### src/rtl/jsfr_pkg.sv
// jsfr_pkg: shared types and constants of the joint status frame receiver
// no dependencies; used by every module of the block

package jsfr_pkg;

    localparam int JSFR_JOINT_COUNT = 12;

    localparam int BYTE_W   = 8;
    localparam int STATUS_W = 2;
    localparam int JIDX_W   = 4;
    localparam int VALUE_W  = 16;

    localparam logic [BYTE_W-1:0] HEADER_RST = 8'h7B;
    localparam logic [BYTE_W-1:0] TAIL_RST   = 8'h7D;

    // configuration register indexes
    localparam int CFG_IDX_W = 1;
    localparam logic [CFG_IDX_W-1:0] CFG_HEADER = 1'd0;
    localparam logic [CFG_IDX_W-1:0] CFG_TAIL   = 1'd1;

    typedef enum logic [STATUS_W-1:0] {
        STS_OK        = 2'd0,
        STS_BAD_TAIL  = 2'd1,
        STS_BAD_CHECK = 2'd2
    } t_status;

    // frame end notice from the collector to the result sequencer
    typedef struct packed {
        logic    start;
        t_status status;
    } t_frame_end;

    typedef enum logic [1:0] {
        EM_IDLE,
        EM_READ,
        EM_LOAD,
        EM_SHOW
    } t_emit_state;

endpackage

### src/rtl/jsfr_in_if.sv
// jsfr_in_if: input channel, one received serial byte per transfer
// depends on jsfr_pkg for the byte width

interface jsfr_in_if import jsfr_pkg::*; ();
    logic              valid;
    logic              ready;
    logic [BYTE_W-1:0] rx_byte;

    modport source (output valid, output rx_byte, input ready);
    modport sink   (input valid, input rx_byte, output ready);
endinterface

### src/rtl/jsfr_out_if.sv
// jsfr_out_if: result channel, one joint entry or one error per transfer
// depends on jsfr_pkg for field widths

interface jsfr_out_if import jsfr_pkg::*; ();
    logic                      valid;
    logic                      ready;
    logic [STATUS_W-1:0]       status;
    logic [JIDX_W-1:0]         joint_index;
    logic signed [VALUE_W-1:0] joint_angle;
    logic signed [VALUE_W-1:0] joint_speed;
    logic [BYTE_W-1:0]         stop_flag;
    logic                      last;

    modport source (output valid, output status, output joint_index, output joint_angle,
                    output joint_speed, output stop_flag, output last, input ready);
    modport sink   (input valid, input status, input joint_index, input joint_angle,
                    input joint_speed, input stop_flag, input last, output ready);
endinterface

### src/rtl/joint_status_frame_receiver.sv
// Joint status frame receiver: deframes header, stop byte, JOINT_COUNT
// big-endian int16 angles and speeds, xor check byte and tail, one byte per
// transfer. While a frame is collected a byte is taken every cycle. After the
// tail byte the input stalls while results go out: an error gives one result
// in the cycle right after the tail; a good frame gives JOINT_COUNT results,
// each by a word memory read, an output register load and a transfer, one
// joint at a time, set by the single read port of the angle/speed memories.
// Reads and writes of the memories never overlap in time.
// depends on jsfr_pkg, jsfr_in_if, jsfr_out_if, jsfr_collect, jsfr_store, jsfr_emit

module joint_status_frame_receiver import jsfr_pkg::*; #(
    parameter int JOINT_COUNT = JSFR_JOINT_COUNT
) (
    input  logic                 i_clk,
    input  logic                 i_rst_n,
    jsfr_in_if.sink              i_rx,
    jsfr_out_if.source           o_res,
    input  logic                 i_cfg_we,
    input  logic [CFG_IDX_W-1:0] i_cfg_idx,
    input  logic [BYTE_W-1:0]    i_cfg_data
);

    localparam int AW = (JOINT_COUNT > 1) ? $clog2(JOINT_COUNT) : 1;

    logic                      w_we_angle;
    logic                      w_we_speed;
    logic [AW-1:0]             w_waddr;
    logic signed [VALUE_W-1:0] w_wdata;
    logic                      w_re;
    logic [AW-1:0]             w_raddr;
    logic signed [VALUE_W-1:0] w_angle;
    logic signed [VALUE_W-1:0] w_speed;
    logic [BYTE_W-1:0]         w_stop;
    logic                      w_busy;
    t_frame_end                w_end;

    jsfr_collect #(.JOINT_COUNT(JOINT_COUNT)) u_collect (
        .i_clk      (i_clk),
        .i_rst_n    (i_rst_n),
        .i_rx       (i_rx),
        .i_cfg_we   (i_cfg_we),
        .i_cfg_idx  (i_cfg_idx),
        .i_cfg_data (i_cfg_data),
        .i_busy     (w_busy),
        .o_we_angle (w_we_angle),
        .o_we_speed (w_we_speed),
        .o_waddr    (w_waddr),
        .o_wdata    (w_wdata),
        .o_stop     (w_stop),
        .o_end      (w_end)
    );

    jsfr_store #(.JOINT_COUNT(JOINT_COUNT)) u_store (
        .i_clk      (i_clk),
        .i_we_angle (w_we_angle),
        .i_we_speed (w_we_speed),
        .i_waddr    (w_waddr),
        .i_wdata    (w_wdata),
        .i_re       (w_re),
        .i_raddr    (w_raddr),
        .o_angle    (w_angle),
        .o_speed    (w_speed)
    );

    jsfr_emit #(.JOINT_COUNT(JOINT_COUNT)) u_emit (
        .i_clk   (i_clk),
        .i_rst_n (i_rst_n),
        .i_end   (w_end),
        .i_stop  (w_stop),
        .i_angle (w_angle),
        .i_speed (w_speed),
        .o_re    (w_re),
        .o_raddr (w_raddr),
        .o_busy  (w_busy),
        .o_res   (o_res)
    );

endmodule

### src/rtl/jsfr_store.sv
// jsfr_store: angle and speed word memories, one write and one read port each
// depends on jsfr_pkg; read data registered

module jsfr_store import jsfr_pkg::*; #(
    parameter int JOINT_COUNT = JSFR_JOINT_COUNT,
    localparam int AW = (JOINT_COUNT > 1) ? $clog2(JOINT_COUNT) : 1
) (
    input  logic                      i_clk,
    input  logic                      i_we_angle,
    input  logic                      i_we_speed,
    input  logic [AW-1:0]             i_waddr,
    input  logic signed [VALUE_W-1:0] i_wdata,
    input  logic                      i_re,
    input  logic [AW-1:0]             i_raddr,
    output logic signed [VALUE_W-1:0] o_angle,
    output logic signed [VALUE_W-1:0] o_speed
);

    logic signed [VALUE_W-1:0] r_angle_mem [JOINT_COUNT];
    logic signed [VALUE_W-1:0] r_speed_mem [JOINT_COUNT];
    logic signed [VALUE_W-1:0] r_angle;
    logic signed [VALUE_W-1:0] r_speed;

    always_ff @(posedge i_clk) begin
        if (i_we_angle) begin
            r_angle_mem[i_waddr] <= i_wdata;
        end
        if (i_we_speed) begin
            r_speed_mem[i_waddr] <= i_wdata;
        end
    end

    always_ff @(posedge i_clk) begin
        if (i_re) begin
            r_angle <= r_angle_mem[i_raddr];
            r_speed <= r_speed_mem[i_raddr];
        end
    end

    assign o_angle = r_angle;
    assign o_speed = r_speed;

endmodule

### src/rtl/jsfr_collect.sv
// jsfr_collect: frame position tracking, xor check, config registers,
// word assembly into the store; depends on jsfr_pkg and jsfr_in_if

module jsfr_collect import jsfr_pkg::*; #(
    parameter int JOINT_COUNT = JSFR_JOINT_COUNT,
    localparam int AW = (JOINT_COUNT > 1) ? $clog2(JOINT_COUNT) : 1
) (
    input  logic                      i_clk,
    input  logic                      i_rst_n,
    jsfr_in_if.sink                   i_rx,
    input  logic                      i_cfg_we,
    input  logic [CFG_IDX_W-1:0]      i_cfg_idx,
    input  logic [BYTE_W-1:0]         i_cfg_data,
    input  logic                      i_busy,
    output logic                      o_we_angle,
    output logic                      o_we_speed,
    output logic [AW-1:0]             o_waddr,
    output logic signed [VALUE_W-1:0] o_wdata,
    output logic [BYTE_W-1:0]         o_stop,
    output t_frame_end                o_end
);

    localparam int POS_W = $clog2(4 * JOINT_COUNT + 4);
    localparam logic [POS_W-1:0] CHECK_POS = POS_W'(4 * JOINT_COUNT + 2);
    localparam logic [POS_W-1:0] TAIL_POS  = POS_W'(4 * JOINT_COUNT + 3);
    localparam logic [POS_W-1:0] STOP_POS  = POS_W'(1);
    localparam logic [POS_W-1:0] DATA_POS  = POS_W'(2);

    logic [BYTE_W-1:0] r_header;
    logic [BYTE_W-1:0] r_tail;
    logic [POS_W-1:0]  r_pos;
    logic [POS_W-1:0]  n_pos;
    logic [BYTE_W-1:0] r_check;
    logic [BYTE_W-1:0] n_check;
    logic              r_match;
    logic              n_match;
    logic [BYTE_W-1:0] r_stop;
    logic [BYTE_W-1:0] r_hi;

    logic              w_acc;
    logic [BYTE_W-1:0] w_byte;
    logic              w_in_data;
    logic [POS_W-1:0]  w_off;
    logic [POS_W-2:0]  w_word;
    logic [POS_W-2:0]  w_speed_word;
    logic              w_is_angle;
    logic              w_word_done;

    assign i_rx.ready = ~i_busy;
    assign w_acc      = i_rx.valid & ~i_busy;
    assign w_byte     = i_rx.rx_byte;

    // byte offset into the payload and the big-endian word it belongs to
    assign w_in_data    = (r_pos >= DATA_POS) && (r_pos < CHECK_POS);
    assign w_off        = r_pos - DATA_POS;
    assign w_word       = w_off[POS_W-1:1];
    assign w_speed_word = w_word - (POS_W-1)'(JOINT_COUNT);
    assign w_is_angle   = w_word < (POS_W-1)'(JOINT_COUNT);
    assign w_word_done  = w_acc & w_in_data & w_off[0];

    assign o_we_angle = w_word_done & w_is_angle;
    assign o_we_speed = w_word_done & ~w_is_angle;
    assign o_waddr    = w_is_angle ? AW'(w_word) : AW'(w_speed_word);
    assign o_wdata    = {r_hi, w_byte};
    assign o_stop     = r_stop;

    always_comb begin
        n_pos   = r_pos;
        n_check = r_check;
        n_match = r_match;
        if (w_acc) begin
            priority if (r_pos == '0) begin
                if (w_byte == r_header) begin
                    n_check = w_byte;
                    n_match = 1'b0;
                    n_pos   = STOP_POS;
                end
            end else if (r_pos < CHECK_POS) begin
                n_check = r_check ^ w_byte;
                n_pos   = r_pos + 1'b1;
            end else if (r_pos == CHECK_POS) begin
                n_match = (w_byte == r_check);
                n_pos   = r_pos + 1'b1;
            end else begin
                n_pos = '0;
            end
        end
    end

    always_comb begin
        o_end.start  = w_acc && (r_pos == TAIL_POS);
        o_end.status = STS_OK;
        // tail is tested before the check byte
        if (w_byte != r_tail) begin
            o_end.status = STS_BAD_TAIL;
        end else if (!r_match) begin
            o_end.status = STS_BAD_CHECK;
        end
    end

    always_ff @(posedge i_clk) begin
        if (!i_rst_n) begin
            r_header <= HEADER_RST;
            r_tail   <= TAIL_RST;
            r_pos    <= '0;
            r_check  <= '0;
            r_match  <= 1'b0;
        end else begin
            if (i_cfg_we) begin
                if (i_cfg_idx == CFG_HEADER) begin
                    r_header <= i_cfg_data;
                end else if (i_cfg_idx == CFG_TAIL) begin
                    r_tail <= i_cfg_data;
                end
            end
            r_pos   <= n_pos;
            r_check <= n_check;
            r_match <= n_match;
        end
    end

    always_ff @(posedge i_clk) begin
        if (w_acc && (r_pos == STOP_POS)) begin
            r_stop <= w_byte;
        end
        if (w_acc && w_in_data && !w_off[0]) begin
            r_hi <= w_byte;
        end
    end

endmodule

### src/rtl/jsfr_emit.sv
// jsfr_emit: result sequencer, reads the store joint by joint into the
// output register; depends on jsfr_pkg and jsfr_out_if

module jsfr_emit import jsfr_pkg::*; #(
    parameter int JOINT_COUNT = JSFR_JOINT_COUNT,
    localparam int AW = (JOINT_COUNT > 1) ? $clog2(JOINT_COUNT) : 1
) (
    input  logic                      i_clk,
    input  logic                      i_rst_n,
    input  t_frame_end                i_end,
    input  logic [BYTE_W-1:0]         i_stop,
    input  logic signed [VALUE_W-1:0] i_angle,
    input  logic signed [VALUE_W-1:0] i_speed,
    output logic                      o_re,
    output logic [AW-1:0]             o_raddr,
    output logic                      o_busy,
    jsfr_out_if.source                o_res
);

    localparam logic [AW-1:0] LAST_IDX = AW'(JOINT_COUNT - 1);

    t_emit_state r_state;
    t_emit_state n_state;
    logic [AW-1:0] r_idx;

    t_status                   r_status;
    logic [JIDX_W-1:0]         r_jidx;
    logic signed [VALUE_W-1:0] r_angle;
    logic signed [VALUE_W-1:0] r_speed;
    logic [BYTE_W-1:0]         r_stop;
    logic                      r_last;

    always_comb begin
        n_state = r_state;
        unique case (r_state)
            EM_IDLE: begin
                if (i_end.start) begin
                    n_state = (i_end.status == STS_OK) ? EM_READ : EM_SHOW;
                end
            end
            EM_READ: n_state = EM_LOAD;
            EM_LOAD: n_state = EM_SHOW;
            EM_SHOW: begin
                if (o_res.ready) begin
                    n_state = r_last ? EM_IDLE : EM_READ;
                end
            end
            default: n_state = EM_IDLE;
        endcase
    end

    always_comb begin
        o_re        = (r_state == EM_READ);
        o_busy      = (r_state != EM_IDLE);
        o_res.valid = (r_state == EM_SHOW);
    end

    assign o_raddr           = r_idx;
    assign o_res.status      = r_status;
    assign o_res.joint_index = r_jidx;
    assign o_res.joint_angle = r_angle;
    assign o_res.joint_speed = r_speed;
    assign o_res.stop_flag   = r_stop;
    assign o_res.last        = r_last;

    always_ff @(posedge i_clk) begin
        if (!i_rst_n) begin
            r_state <= EM_IDLE;
            r_idx   <= '0;
        end else begin
            r_state <= n_state;
            if (r_state == EM_IDLE) begin
                r_idx <= '0;
            end else if ((r_state == EM_SHOW) && o_res.ready && !r_last) begin
                r_idx <= r_idx + 1'b1;
            end
        end
    end

    // error results load at frame end, joint results after each memory read
    always_ff @(posedge i_clk) begin
        if ((r_state == EM_IDLE) && i_end.start) begin
            r_status <= i_end.status;
            r_jidx   <= '0;
            r_angle  <= '0;
            r_speed  <= '0;
            r_stop   <= '0;
            r_last   <= 1'b1;
        end else if (r_state == EM_LOAD) begin
            r_status <= STS_OK;
            r_jidx   <= JIDX_W'(r_idx);
            r_angle  <= i_angle;
            r_speed  <= i_speed;
            r_stop   <= i_stop;
            r_last   <= (r_idx == LAST_IDX);
        end
    end

endmodule
### src/flat_wrapper.sv
// flat-port wrapper written by rule: the top's interface ports become plain ports
module joint_status_frame_receiver_flat import jsfr_pkg::*;
#(
    parameter int JOINT_COUNT = JSFR_JOINT_COUNT
)
  (i_clk, i_rst_n, i_cfg_we, i_cfg_idx, i_cfg_data, i_rx_valid, i_rx_rx_byte, i_rx_ready, o_res_valid, o_res_status, o_res_joint_index, o_res_joint_angle, o_res_joint_speed, o_res_stop_flag, o_res_last, o_res_ready);
  jsfr_in_if i_rx_i ();
  jsfr_out_if o_res_i ();
  input  logic i_clk;
  input  logic i_rst_n;
  input  logic i_cfg_we;
  input  logic [CFG_IDX_W-1:0] i_cfg_idx;
  input  logic [BYTE_W-1:0] i_cfg_data;
  input wire logic [$bits(i_rx_i.valid)-1:0] i_rx_valid;
  input wire logic [$bits(i_rx_i.rx_byte)-1:0] i_rx_rx_byte;
  output wire logic [$bits(i_rx_i.ready)-1:0] i_rx_ready;
  output wire logic [$bits(o_res_i.valid)-1:0] o_res_valid;
  output wire logic [$bits(o_res_i.status)-1:0] o_res_status;
  output wire logic [$bits(o_res_i.joint_index)-1:0] o_res_joint_index;
  output wire logic [$bits(o_res_i.joint_angle)-1:0] o_res_joint_angle;
  output wire logic [$bits(o_res_i.joint_speed)-1:0] o_res_joint_speed;
  output wire logic [$bits(o_res_i.stop_flag)-1:0] o_res_stop_flag;
  output wire logic [$bits(o_res_i.last)-1:0] o_res_last;
  input wire logic [$bits(o_res_i.ready)-1:0] o_res_ready;
  assign i_rx_i.valid = i_rx_valid;
  assign i_rx_i.rx_byte = i_rx_rx_byte;
  assign i_rx_ready = i_rx_i.ready;
  assign o_res_valid = o_res_i.valid;
  assign o_res_status = o_res_i.status;
  assign o_res_joint_index = o_res_i.joint_index;
  assign o_res_joint_angle = o_res_i.joint_angle;
  assign o_res_joint_speed = o_res_i.joint_speed;
  assign o_res_stop_flag = o_res_i.stop_flag;
  assign o_res_last = o_res_i.last;
  assign o_res_i.ready = o_res_ready;
  joint_status_frame_receiver #(.JOINT_COUNT(JOINT_COUNT)) u_core (.i_clk(i_clk), .i_rst_n(i_rst_n), .i_rx(i_rx_i), .o_res(o_res_i), .i_cfg_we(i_cfg_we), .i_cfg_idx(i_cfg_idx), .i_cfg_data(i_cfg_data));
endmodule
### config.mk
export PLATFORM = sky130hd
export DESIGN_NAME = joint_status_frame_receiver_flat
export DESIGN_NICKNAME = d
export VERILOG_FILES = /design/src/rtl/jsfr_pkg.sv /design/src/rtl/jsfr_in_if.sv /design/src/rtl/jsfr_out_if.sv /design/src/rtl/joint_status_frame_receiver.sv /design/src/rtl/jsfr_store.sv /design/src/rtl/jsfr_collect.sv /design/src/rtl/jsfr_emit.sv /design/src/flat_wrapper.sv
export SDC_FILE = /design/constraint.sdc
export NUM_CORES = 1
export LEC_CHECK = 0
export ABC_AREA = 1
export ABC_CLOCK_PERIOD_IN_PS = 4000
export BUFFER_PORTS_ARGS = -buffer_cell sky130_fd_sc_hd__buf_4
export CORE_MARGIN = 5
export CORE_UTILIZATION = 46
export CTS_BUF_LIST = sky130_fd_sc_hd__clkbuf_4 sky130_fd_sc_hd__clkbuf_8
export DETAILED_ROUTE_END_ITERATION = 16
export PLACE_DENSITY = 0.7
export SYNTH_ARGS = -nofsm -noshare
export SYNTH_HDL_FRONTEND = slang
export SYNTH_HIERARCHICAL = 1
export SYNTH_SLANG_ARGS = --single-unit
export TNS_END_PERCENT = 5
### constraint.sdc
create_clock -name i_clk -period 4 [get_ports i_clk]
set_input_delay 0.2 -clock i_clk [delete_from_list [all_inputs] [get_ports i_clk]]
set_output_delay 0.2 -clock i_clk [all_outputs]
set_load 0.02 [all_outputs]
* Word-level counts from Yosys, hierarchy flattened
Memories as Yosys holds them, arrays and structs flattened. A register that Yosys moved wholly into a read port is not among the register bits. Cells that the tools add are included. W data, S select, Z words.
Cells by class: magnitude comparators 3, reductions and logical operators 24, equal/unequal tests 14, add/sub/neg operators 4, bitwise gates (word level) 10, multiplexer cells 25
Operators with widths (number):
- $mux W6 | 4
- $mux W8 | 3
- $eq A8 B8 Y1 | 2
- $mux W2 | 7
- $eq A6 B6 Y1 const B | 2
- $mux W1 | 9
- $logic_and A1 B1 Y1 | 8
- $ne A8 B8 Y1 | 1
- $pmux W2 S4 | 1
- $reduce_and A2 Y1 | 4
- $reduce_bool A2 Y1 | 4
- $xor A8 B8 Y8 | 1
- $add A6 B1 Y6 const B | 1
- $eq A6 B1 Y1 const B | 1
- $ge A6 B2 Y1 const B | 1
- $logic_not A6 Y1 | 1
- $lt A6 B6 Y1 const B | 1
- $sub A6 B2 Y6 const B | 1
- $and A1 B1 Y1 | 5
- $lt A5 B4 Y1 const B | 1
- $add A4 B1 Y4 const B | 1
- $eq A2 B2 Y1 const B | 2
- $eq A4 B4 Y1 const B | 1
- $logic_not A2 Y1 | 2
- other kinds (10) | 16
Storage, ports and cells: output and inout port bits 49, register bits after elaboration 100, memories 2, logic and storage cells 97, memory bits (writable) 384
Memories:
- u_core.u_store.r_angle_mem | words 12, width 16, read ports 1, clocked after Yosys merged registers in 1, wr ports 1, line jsfr_store.sv:19 | logic signed [VALUE_W-1:0] r_angle_mem [JOINT_COUNT];
- u_core.u_store.r_speed_mem | words 12, width 16, read ports 1, clocked after Yosys merged registers in 1, wr ports 1, line jsfr_store.sv:20 | logic signed [VALUE_W-1:0] r_speed_mem [JOINT_COUNT];

* Logic depth before layout (Yosys ltp)
Gate-level depths: netlist of the first run.
word-level depth 8, gate-level depth with buffers 12

* Hierarchy
Netlist of the first run, hierarchy kept.
Modules (own cells, without submodules):
- jsfr_store | seq. area each 12492.0 µm², instances 1, area an instance 17145.2 µm², cells an instance 1506
- jsfr_collect | seq. area each 1101.1 µm², instances 1, area an instance 2571.2 µm², cells an instance 333
- jsfr_emit | seq. area each 1081.0 µm², instances 1, area an instance 2238.4 µm², cells an instance 258

* Least setup slack after synthesis of the first run
OpenSTA, ideal clock, no wires.
path kind register -> register, start point register u_core.u_collect.r_pos[1], end point memory u_core.u_store.r_angle_mem[11][0] (enable), stages on the path, launching flop included 11, path buffers 0, data arrival time 2773 ps, period minus slack after synthesis 3182 ps, slack 818 ps, required time 3591 ps, cells stage by stage dfxtp_1 inv_1 ha_1 xnor2_1 inv_1 nand2_1 nand2_1 xor2_1 nor2_1 inv_1 nor3_1
Between the ends: elaborated cells on any way between the ends 12
RTL lines:
- start: declaration | line jsfr_collect.sv:31 | logic [POS_W-1:0] r_pos;
- start signal: assignment | line jsfr_collect.sv:116 | r_pos <= n_pos;
- $sub A6 B2 Y6 (*) | line jsfr_collect.sv:55 | assign w_off = r_pos - DATA_POS;
- $sub A4 B4 Y4 / $lt A5 B4 Y1 (equally long branches) | line jsfr_collect.sv:57, jsfr_collect.sv:58
- $mux W4 (*) | line jsfr_collect.sv:63 | assign o_waddr = w_is_angle ? AW'(w_word) : AW'(w_speed_word);
- named net u_core.w_waddr[0] | line joint_status_frame_receiver.sv:27 | logic [AW-1:0] w_waddr;
- end: declaration | line jsfr_store.sv:19
The timed path passes the listed nets; every way through them passes the cells marked *.

* Worst setup path in the final report of the first run
start point register u_core.u_collect.r_pos[1], end point memory u_core.u_store.r_speed_mem[11][9] (enable)
Between the ends: elaborated cells on any way between the ends 13
RTL lines (line):
- $sub A6 B2 Y6 (*) | jsfr_collect.sv:55
- $sub A4 B4 Y4 / $lt A5 B4 Y1 (equally long branches) | jsfr_collect.sv:57, jsfr_collect.sv:58
- $mux W4 (*) | jsfr_collect.sv:63
- named net u_core.w_waddr[0] | joint_status_frame_receiver.sv:27
- end: declaration | jsfr_store.sv:20
Marks and branches as above.

==> qor.csv, run 1 <==
stage;metric;value;unit
status;outcome;finished, final reports clean;
synthesis;synth_top_area_share;59.36;%
sta;fin_crit_sh;80.54;%
min_path;holdCritPathClass;primary input to flop;
synthesis;synthesis.area;21950;um^2
sta;period_needed;3.222;ns
synthesis;synthCells;2097;
clock_network;cts_setup_buffers;0;
clock_network;cts_sinks;516;
sta;rsz0062_at_grt;false;
sta;finalSetupTns;0;ns
final_layout;syn_to_final_growth;12.45;%
critical_path;endpoint_kind;flop;
placement;post-dp-hpwl;29550;um
floorplan;io_pins;71;
sta;final-hold-violation-count;0;
detailed_routing;drt-wirelength-per-cell;17.95;um
final_layout;final_cell_mix;nand2_1, edfxtp_1, inv_1, nand3_1, nor2_1;
critical_path;worstPathRequired;4.34;ns
grt;antenna_found_initial;1;
critical_path;critPathLaunch;u_core/u_collect/r_pos[1];
final_layout;final_util;52.03;%
critical_path;r2r_start;u_core/u_collect/r_pos[1];
grt;grt_max_degree;145;
placement;gp_congestion;0.8334;
synthesis;ys_seq_area_share;66.84;%
critical_path;critPathMaxFanout;9;
synthesis;synth-warning-count;6;
power_and_ir_drop;p_int;8.285;mW
floorplan;start_util;46.27;%
floorplan;die_w;228.5;um
grt;grt_pass1_wl;79810;um
final_layout;nets;2233;
synthesis;syn-num-nets;2132;
detailed_routing;num_vias;14840;
detailed_routing;drc;0;
floorplan;core-area;47450;um^2
critical_path;r2r-end;u_core/u_store/r_speed_mem[11][9];
clock_network;cts_max_level;3;
power_and_ir_drop;vdd_drop_max;0.2048;mV
sta;slew_viol_final;0;
sta;worst_pin_slew;1.293;ns
power_and_ir_drop;switchingPower;2.143;mW
power_and_ir_drop;p_comb_share;1.6;%
floorplan;die_h;228.5;um
job;maxCapViolCount;0;
final_layout;drive_gt1_share;13.82;%
clock_network;clock-root-buffer;clkbuf_8;
clock_network;worstSkewPairLatency;0.65;ns
power_and_ir_drop;switching_share;20.55;%
critical_path;cp-endpoint;u_core/u_store/r_speed_mem[11][9];
clock_network;tritoncts;built;
final_layout;final_common_cell;nand2_1;
critical_path;path_class;flop to flop;
floorplan;dieArea;52200;um^2
sta;relSlewSlack;13.72;%
clock_network;clk_pin_slew_worst_paths;0.06;ns
power_and_ir_drop;leakage;10.06;nW
sta;skew;0.02726;ns
synthesis;synth.area.top_cells;edfxtp_1, nand2_1, dfxtp_1;
grt;grt_usage;19.24;%
placement;port_buffers;70;
critical_path;worstPathArrival;3.56;ns
sta;max_freq;310.4;MHz
min_path;hold_path_startpoint;i_rx_rx_byte[3];
critical_path;r2r_cells;11;
grt;grt_overflow_total;0;
detailed_routing;totalWireLength;51730;um
clock_network;cts_resized;0;
synthesis;yosysUniqueCellTypes;36;
detailed_routing;viasPerCell;5.149;
floorplan;rows;80;
synthesis;post_synth.cell_area_avg;10.47;um^2
synthesis;yosys.area.top_type;edfxtp_1;
detailed_routing;first_iter_violations;1272;
power_and_ir_drop;power;10.43;mW
grt;grt_pass1_vias;14510;
power_and_ir_drop;clkPwrFrac;42.8;%
detailed_routing;ant_nets;0;
critical_path;rrSetupSlack;0.78;ns
clock_network;clockBufferDepth;3;
power_and_ir_drop;pwr-share-seq;55.6;%
clock_network;numCtsBuffers;81;
synthesis;synth-seq-cells;516;
clock_network;ctsHoldBuffers;20;
critical_path;start_kind;flop;
power_and_ir_drop;p_per_area;422.4;nW/um^2
sta;setup_violations;0;
detailed_routing;first_pass_iters;5;
[Yosys cell counts]
cell type  count
nand3_1      224
buf_6         20
clkbuf_1      25
nand2_1      504
buf_12         4
xnor2_1        8
nor2_2        42
nor3_1         5
inv_8          1
a21oi_2        2
nor2_8         1
nand3_2        2
nor4_1         3
nand3_4        1
o211ai_1       4
buf_2         28
nand4_1        2
inv_4          2
buf_1         11
xor2_1        17
a21o_1         1
buf_8          1
edfxtp_1     434
buf_4         20
nand2_2        7
inv_1        268
nor2_4         3
or2_0          1
inv_2          2
o21ai_1       44
ha_1          13
a21oi_1       35
nor2_1       170
o21ai_0      109
a311oi_1       1
dfxtp_1       82
[worst max-delay path, stage by stage (launching register included)]
cell and delay (ns):
dfxtp_1 0.46, inv_1 0.25, ha_1 0.30, xnor2_1 0.18, inv_1 0.09, nand2_1 0.08, nand2_1 0.10, xor2_1 0.20
nor2_1 0.24, inv_1 0.11, nor3_2 0.59, buf_4 0.30
[area by class of cell]
cell class / count / area [um^2]
Clock inverter: 32 / 209.0
Antenna cell: 2 / 5.005
Tap cell: 615 / 769.5
Sequential cell: 516 / 14680
Fill cell: 4097 / 22760
Clock buffer: 118 / 1430
Timing Repair Buffer: 127 / 1028
Multi-Input combinational cell: 1199 / 5527
Inverter: 273 / 1037
[how the worst min path moves through the flow]
stage               slack, ns  depth (start not counted)                                 to
floorplan                0.30                          0         u_core/u_collect/o_stop[0]
global placement         0.42                          3         u_core/u_collect/r_tail[3]
detailed placement       0.42                          3         u_core/u_collect/r_tail[2]
CTS                      0.01                          1  u_core/u_store/r_angle_mem[10][1]
global route             0.03                          1   u_core/u_store/r_angle_mem[7][1]
finish                   0.07                          1         u_core/u_collect/o_stop[3]
[per-layer routing]
layer  up-vias  track usage, %  routed length (um)
met4         0           8.017                1667
met2       530           33.61               26390
met5         -               0                   0
met3       112           2.957                2650
li1       7091               -                   -
met1      7106           24.00               21030
[power groups by stage]
| stage | sequential (mW) | combinational [mW] | clock (mW) |
|---|---|---|---|
| 2_1_floorplan | 5.91 | 0.0779 | 0 |
| 3_3_place_gp | 5.91 | 0.141 | 0 |
| 3_5_place_dp | 5.91 | 0.146 | 0 |
| 4_1_cts | 5.80 | 0.163 | 4.55 |
| 5_1_grt | 5.79 | 0.179 | 4.80 |
| 6_report | 5.80 | 0.165 | 4.46 |
[per-stage QoR]
step | cell area [um^2] | setup slack [ns] | hold slack (ns) | cells
finish | 24690 | 0.7783 | 0.06593 | 2882
global placement | 22840 | 0.9689 | 0.4162 | 2710
detailed placement | 22840 | 0.9006 | 0.4234 | 2710
floorplan | 21950 | 0.8177 | 0.2989 | 2097
CTS | 24680 | 0.8333 | 0.01207 | 2880
global route | 24680 | 0.5834 | 0.03277 | 2880
[registers in the layout (all words and copies together), names as in the netlist, 8 cells and up]
name,count
u_core/u_emit/o_res.joint_speed,16
u_core/u_emit/o_res.joint_angle,16
u_core/u_collect/r_tail,8
u_core/u_store/r_speed_mem,192
u_core/u_store/o_speed,16
u_core/u_collect/r_header,8
u_core/u_store/r_angle_mem,192
u_core/u_collect/r_hi,8
u_core/u_collect/o_stop,8
u_core/u_store/o_angle,16
u_core/u_collect/r_check,8
u_core/u_emit/o_res.stop_flag,8
[logic make-up (layout without fill, tap and decap cells)]
logic type	count (synthesis)	after routing	synth area share, %
other	0	2	0
flip-flops	516	516	66.84
XOR/XNOR	25	25	0.9973
adder cells (fa/ha/maj)	13	13	0.7409
AND/OR/NAND/NOR	965	965	18.73
buffers and inverters	382	550	8.121
AO/OA/AOI/OAI	196	196	4.576
Power figures use the tool's default switching activity.
==> run 2, diff against run 1 <==
ABC_CLOCK_PERIOD_IN_PS = 3020   (was 4000)
clock period = 3.02 ns   (was 4 ns; I/O delays follow)
==> run 2 against run 1 <==
First-iteration DRC count up 9.7%. Critical endpoint is now u_core/u_store/r_speed_mem[6][5]. Clock-buffer cell count down 7. Wire length down 0.36%. Largest power group unchanged. Final cell count up 0.31%. Sequential share of layout area down 0.20 points.
==> qor.csv, run 2 (synthesis gave the netlist of run 1 again) <==
stage;metric;value;unit
status;outcome;finished, final reports clean;
floorplan;dieArea;52200;um^2
floorplan;core-area;47450;um^2
clock_network;clk_pin_slew_worst_paths;0.05;ns
critical_path;critPathMaxFanout;16;
power_and_ir_drop;p_int;10.65;mW
floorplan;start_util;46.27;%
placement;post-dp-hpwl;29680;um
power_and_ir_drop;clkPwrFrac;41.1;%
final_layout;finish.instance_area;24770;um^2
detailed_routing;viasPerCell;5.146;
sta;setup_violations;0;
placement;port_buffers;70;
power_and_ir_drop;switching_share;20.63;%
clock_network;cts_sinks;516;
sta;finalSetupTns;0;ns
detailed_routing;totalWireLength;51540;um
grt;grt_usage;19.44;%
detailed_routing;num_vias;14880;
final_layout;register_area;14680;um^2
detailed_routing;first_iter_violations;1396;
min_path;holdCritPathClass;primary input to flop;
placement;post_dp_cell_area;23010;um^2
sta;skew;0.02078;ns
floorplan;io_pins;71;
power_and_ir_drop;switchingPower;2.768;mW
detailed_routing;drt-wirelength-per-cell;17.83;um
sta;fin_crit_sh;86.11;%
detailed_routing;ant_nets;0;
clock_network;worstSkewPairLatency;0.63;ns
final_layout;reg_top3;u_core/u_store/r_angle_mem: 192 flops, u_core/u_store/r_speed_mem: 192 flops;
grt;grt_max_degree;210;
power_and_ir_drop;leakage;10.06;nW
sta;max_freq;384.5;MHz
grt;grt_overflow_total;0;
critical_path;worstPathRequired;3.32;ns
final_layout;fill_cells;4052;
sta;relSlewSlack;16.31;%
power_and_ir_drop;pwr-share-seq;57.2;%
final_layout;nets;2248;
final_layout;drive_gt1_share;13.81;%
final_layout;final_cell_mix;nand2_1, edfxtp_1, inv_1, nand3_1, nor2_1;
detailed_routing;highest_layer;met4;
sta;worst_pin_slew;1.254;ns
placement;gp_congestion;0.7760;
grt;grt_pass1_wl;80430;um
grt;grt_pass1_vias;14770;
detailed_routing;wl_met2;25840;um
detailed_routing;met1Wirelength;20770;um
clock_network;clock-root-buffer;clkbuf_8;
power_and_ir_drop;p_per_area;541.8;nW/um^2
floorplan;die_w;228.5;um
critical_path;path_class;flop to flop;
clock_network;numCtsBuffers;81;
detailed_routing;met3RoutedLength;2996;um
final_layout;multiInputGateArea;5527;um^2
power_and_ir_drop;vdd_drop_max;0.3318;mV
clock_network;cts_max_level;3;
job;maxCapViolCount;0;
clock_network;ctsHoldBuffers;24;
critical_path;start_kind;flop;
sta;slew_viol_final;0;
sta;rsz0062_at_grt;false;
sta;final-hold-violation-count;0;
floorplan;die_h;228.5;um
final_layout;final_common_cell;nand2_1;
clock_network;cts_setup_buffers;0;
critical_path;worstPathArrival;2.90;ns
clock_network;cts_resized;0;
grt;antenna_found_initial;1;
final_layout;syn_to_final_growth;12.82;%
critical_path;endpoint_kind;flop;
clock_network;tritoncts;built;
detailed_routing;drc;0;
power_and_ir_drop;p_comb_share;1.7;%
clock_network;clockBufferDepth;3;
detailed_routing;first_pass_iters;5;
floorplan;rows;80;
sta;period_needed;2.601;ns
-- run 2: cell types whose count changed in the layout (fill, tap and decap cells not counted), sizes merged --
cell / delta
buf: +11
bufinv: -2
clkbuf: -7
clkinvlp: +4
inv: -4
clkinv: +3
dlygate4sd3: +4
-- run 2: path summary, 6_finish.rpt --
kind,cells past startpoint,slack [ns],startpoint,to
setup / recovery,12,0.42,u_core/u_collect/r_pos[1],u_core/u_store/r_speed_mem[6][5]
setup reg to reg,12,0.42,u_core/u_collect/r_pos[1],u_core/u_store/r_speed_mem[6][5]
hold / removal,1,0.02,i_rx_rx_byte[5],u_core/u_collect/o_stop[5]
hold reg to reg,2,0.48,u_core/u_collect/r_header[4],u_core/u_collect/r_header[4]
-- run 2: critical path, stage by stage, from the launching register on --
cell and delay [ns]:
dfxtp_1 0.45, inv_1 0.11, ha_1 0.24, xnor2_1 0.18
inv_1 0.09, nand2_1 0.09, nand2_1 0.09, xor2_1 0.29
nand2_1 0.17, inv_1 0.12, nand2_1 0.07, nor2_1 0.10
buf_4 0.28
-- run 2: stage by stage --
stage	worst slack (ns)	std cells	total power [mW]	utilization (%)	hold slack [ns]
finish	0.4195	2891	13.42	52.20	0.02443
global route	0.2204	2889	13.91	52.19	0.005456
global placement	0.4626	2721	8.018	48.50	0.3719
CTS	0.4435	2889	13.55	52.19	0.003370
detailed placement	0.4534	2721	8.022	48.50	0.3780
floorplan	-0.1623	2097	7.931	-	0.2499
-- run 2: cell type report --
class,instances,area share [%]
sequential,516,59.27
antenna,2,0.02021
timing repair buffer,142,5.001
inverter,273,4.188
clock buffer,111,5.486
tap,615,3.107
multi-input combinational,1199,22.31
clock inverter,33,0.6112
-- run 2: metal layers --
| metal | up-vias | GRT usage [%] |
|---|---|---|
| met4 | 0 | 8.206 |
| met5 | - | 0 |
| met1 | 7155 | 24.43 |
| li1 | 7109 | - |
| met2 | 497 | 33.49 |
| met3 | 117 | 3.255 |
-- run 2: power by group through the flow --
stage                     clock, mW  sequential, mW  combinational (mW)
after floorplan                   0            7.83               0.103
after detailed placement          0            7.83               0.194
final                          5.52            7.68               0.224
after CTS                      5.65            7.68               0.221
after global routing           5.99            7.67               0.243
after global placement            0            7.83               0.191
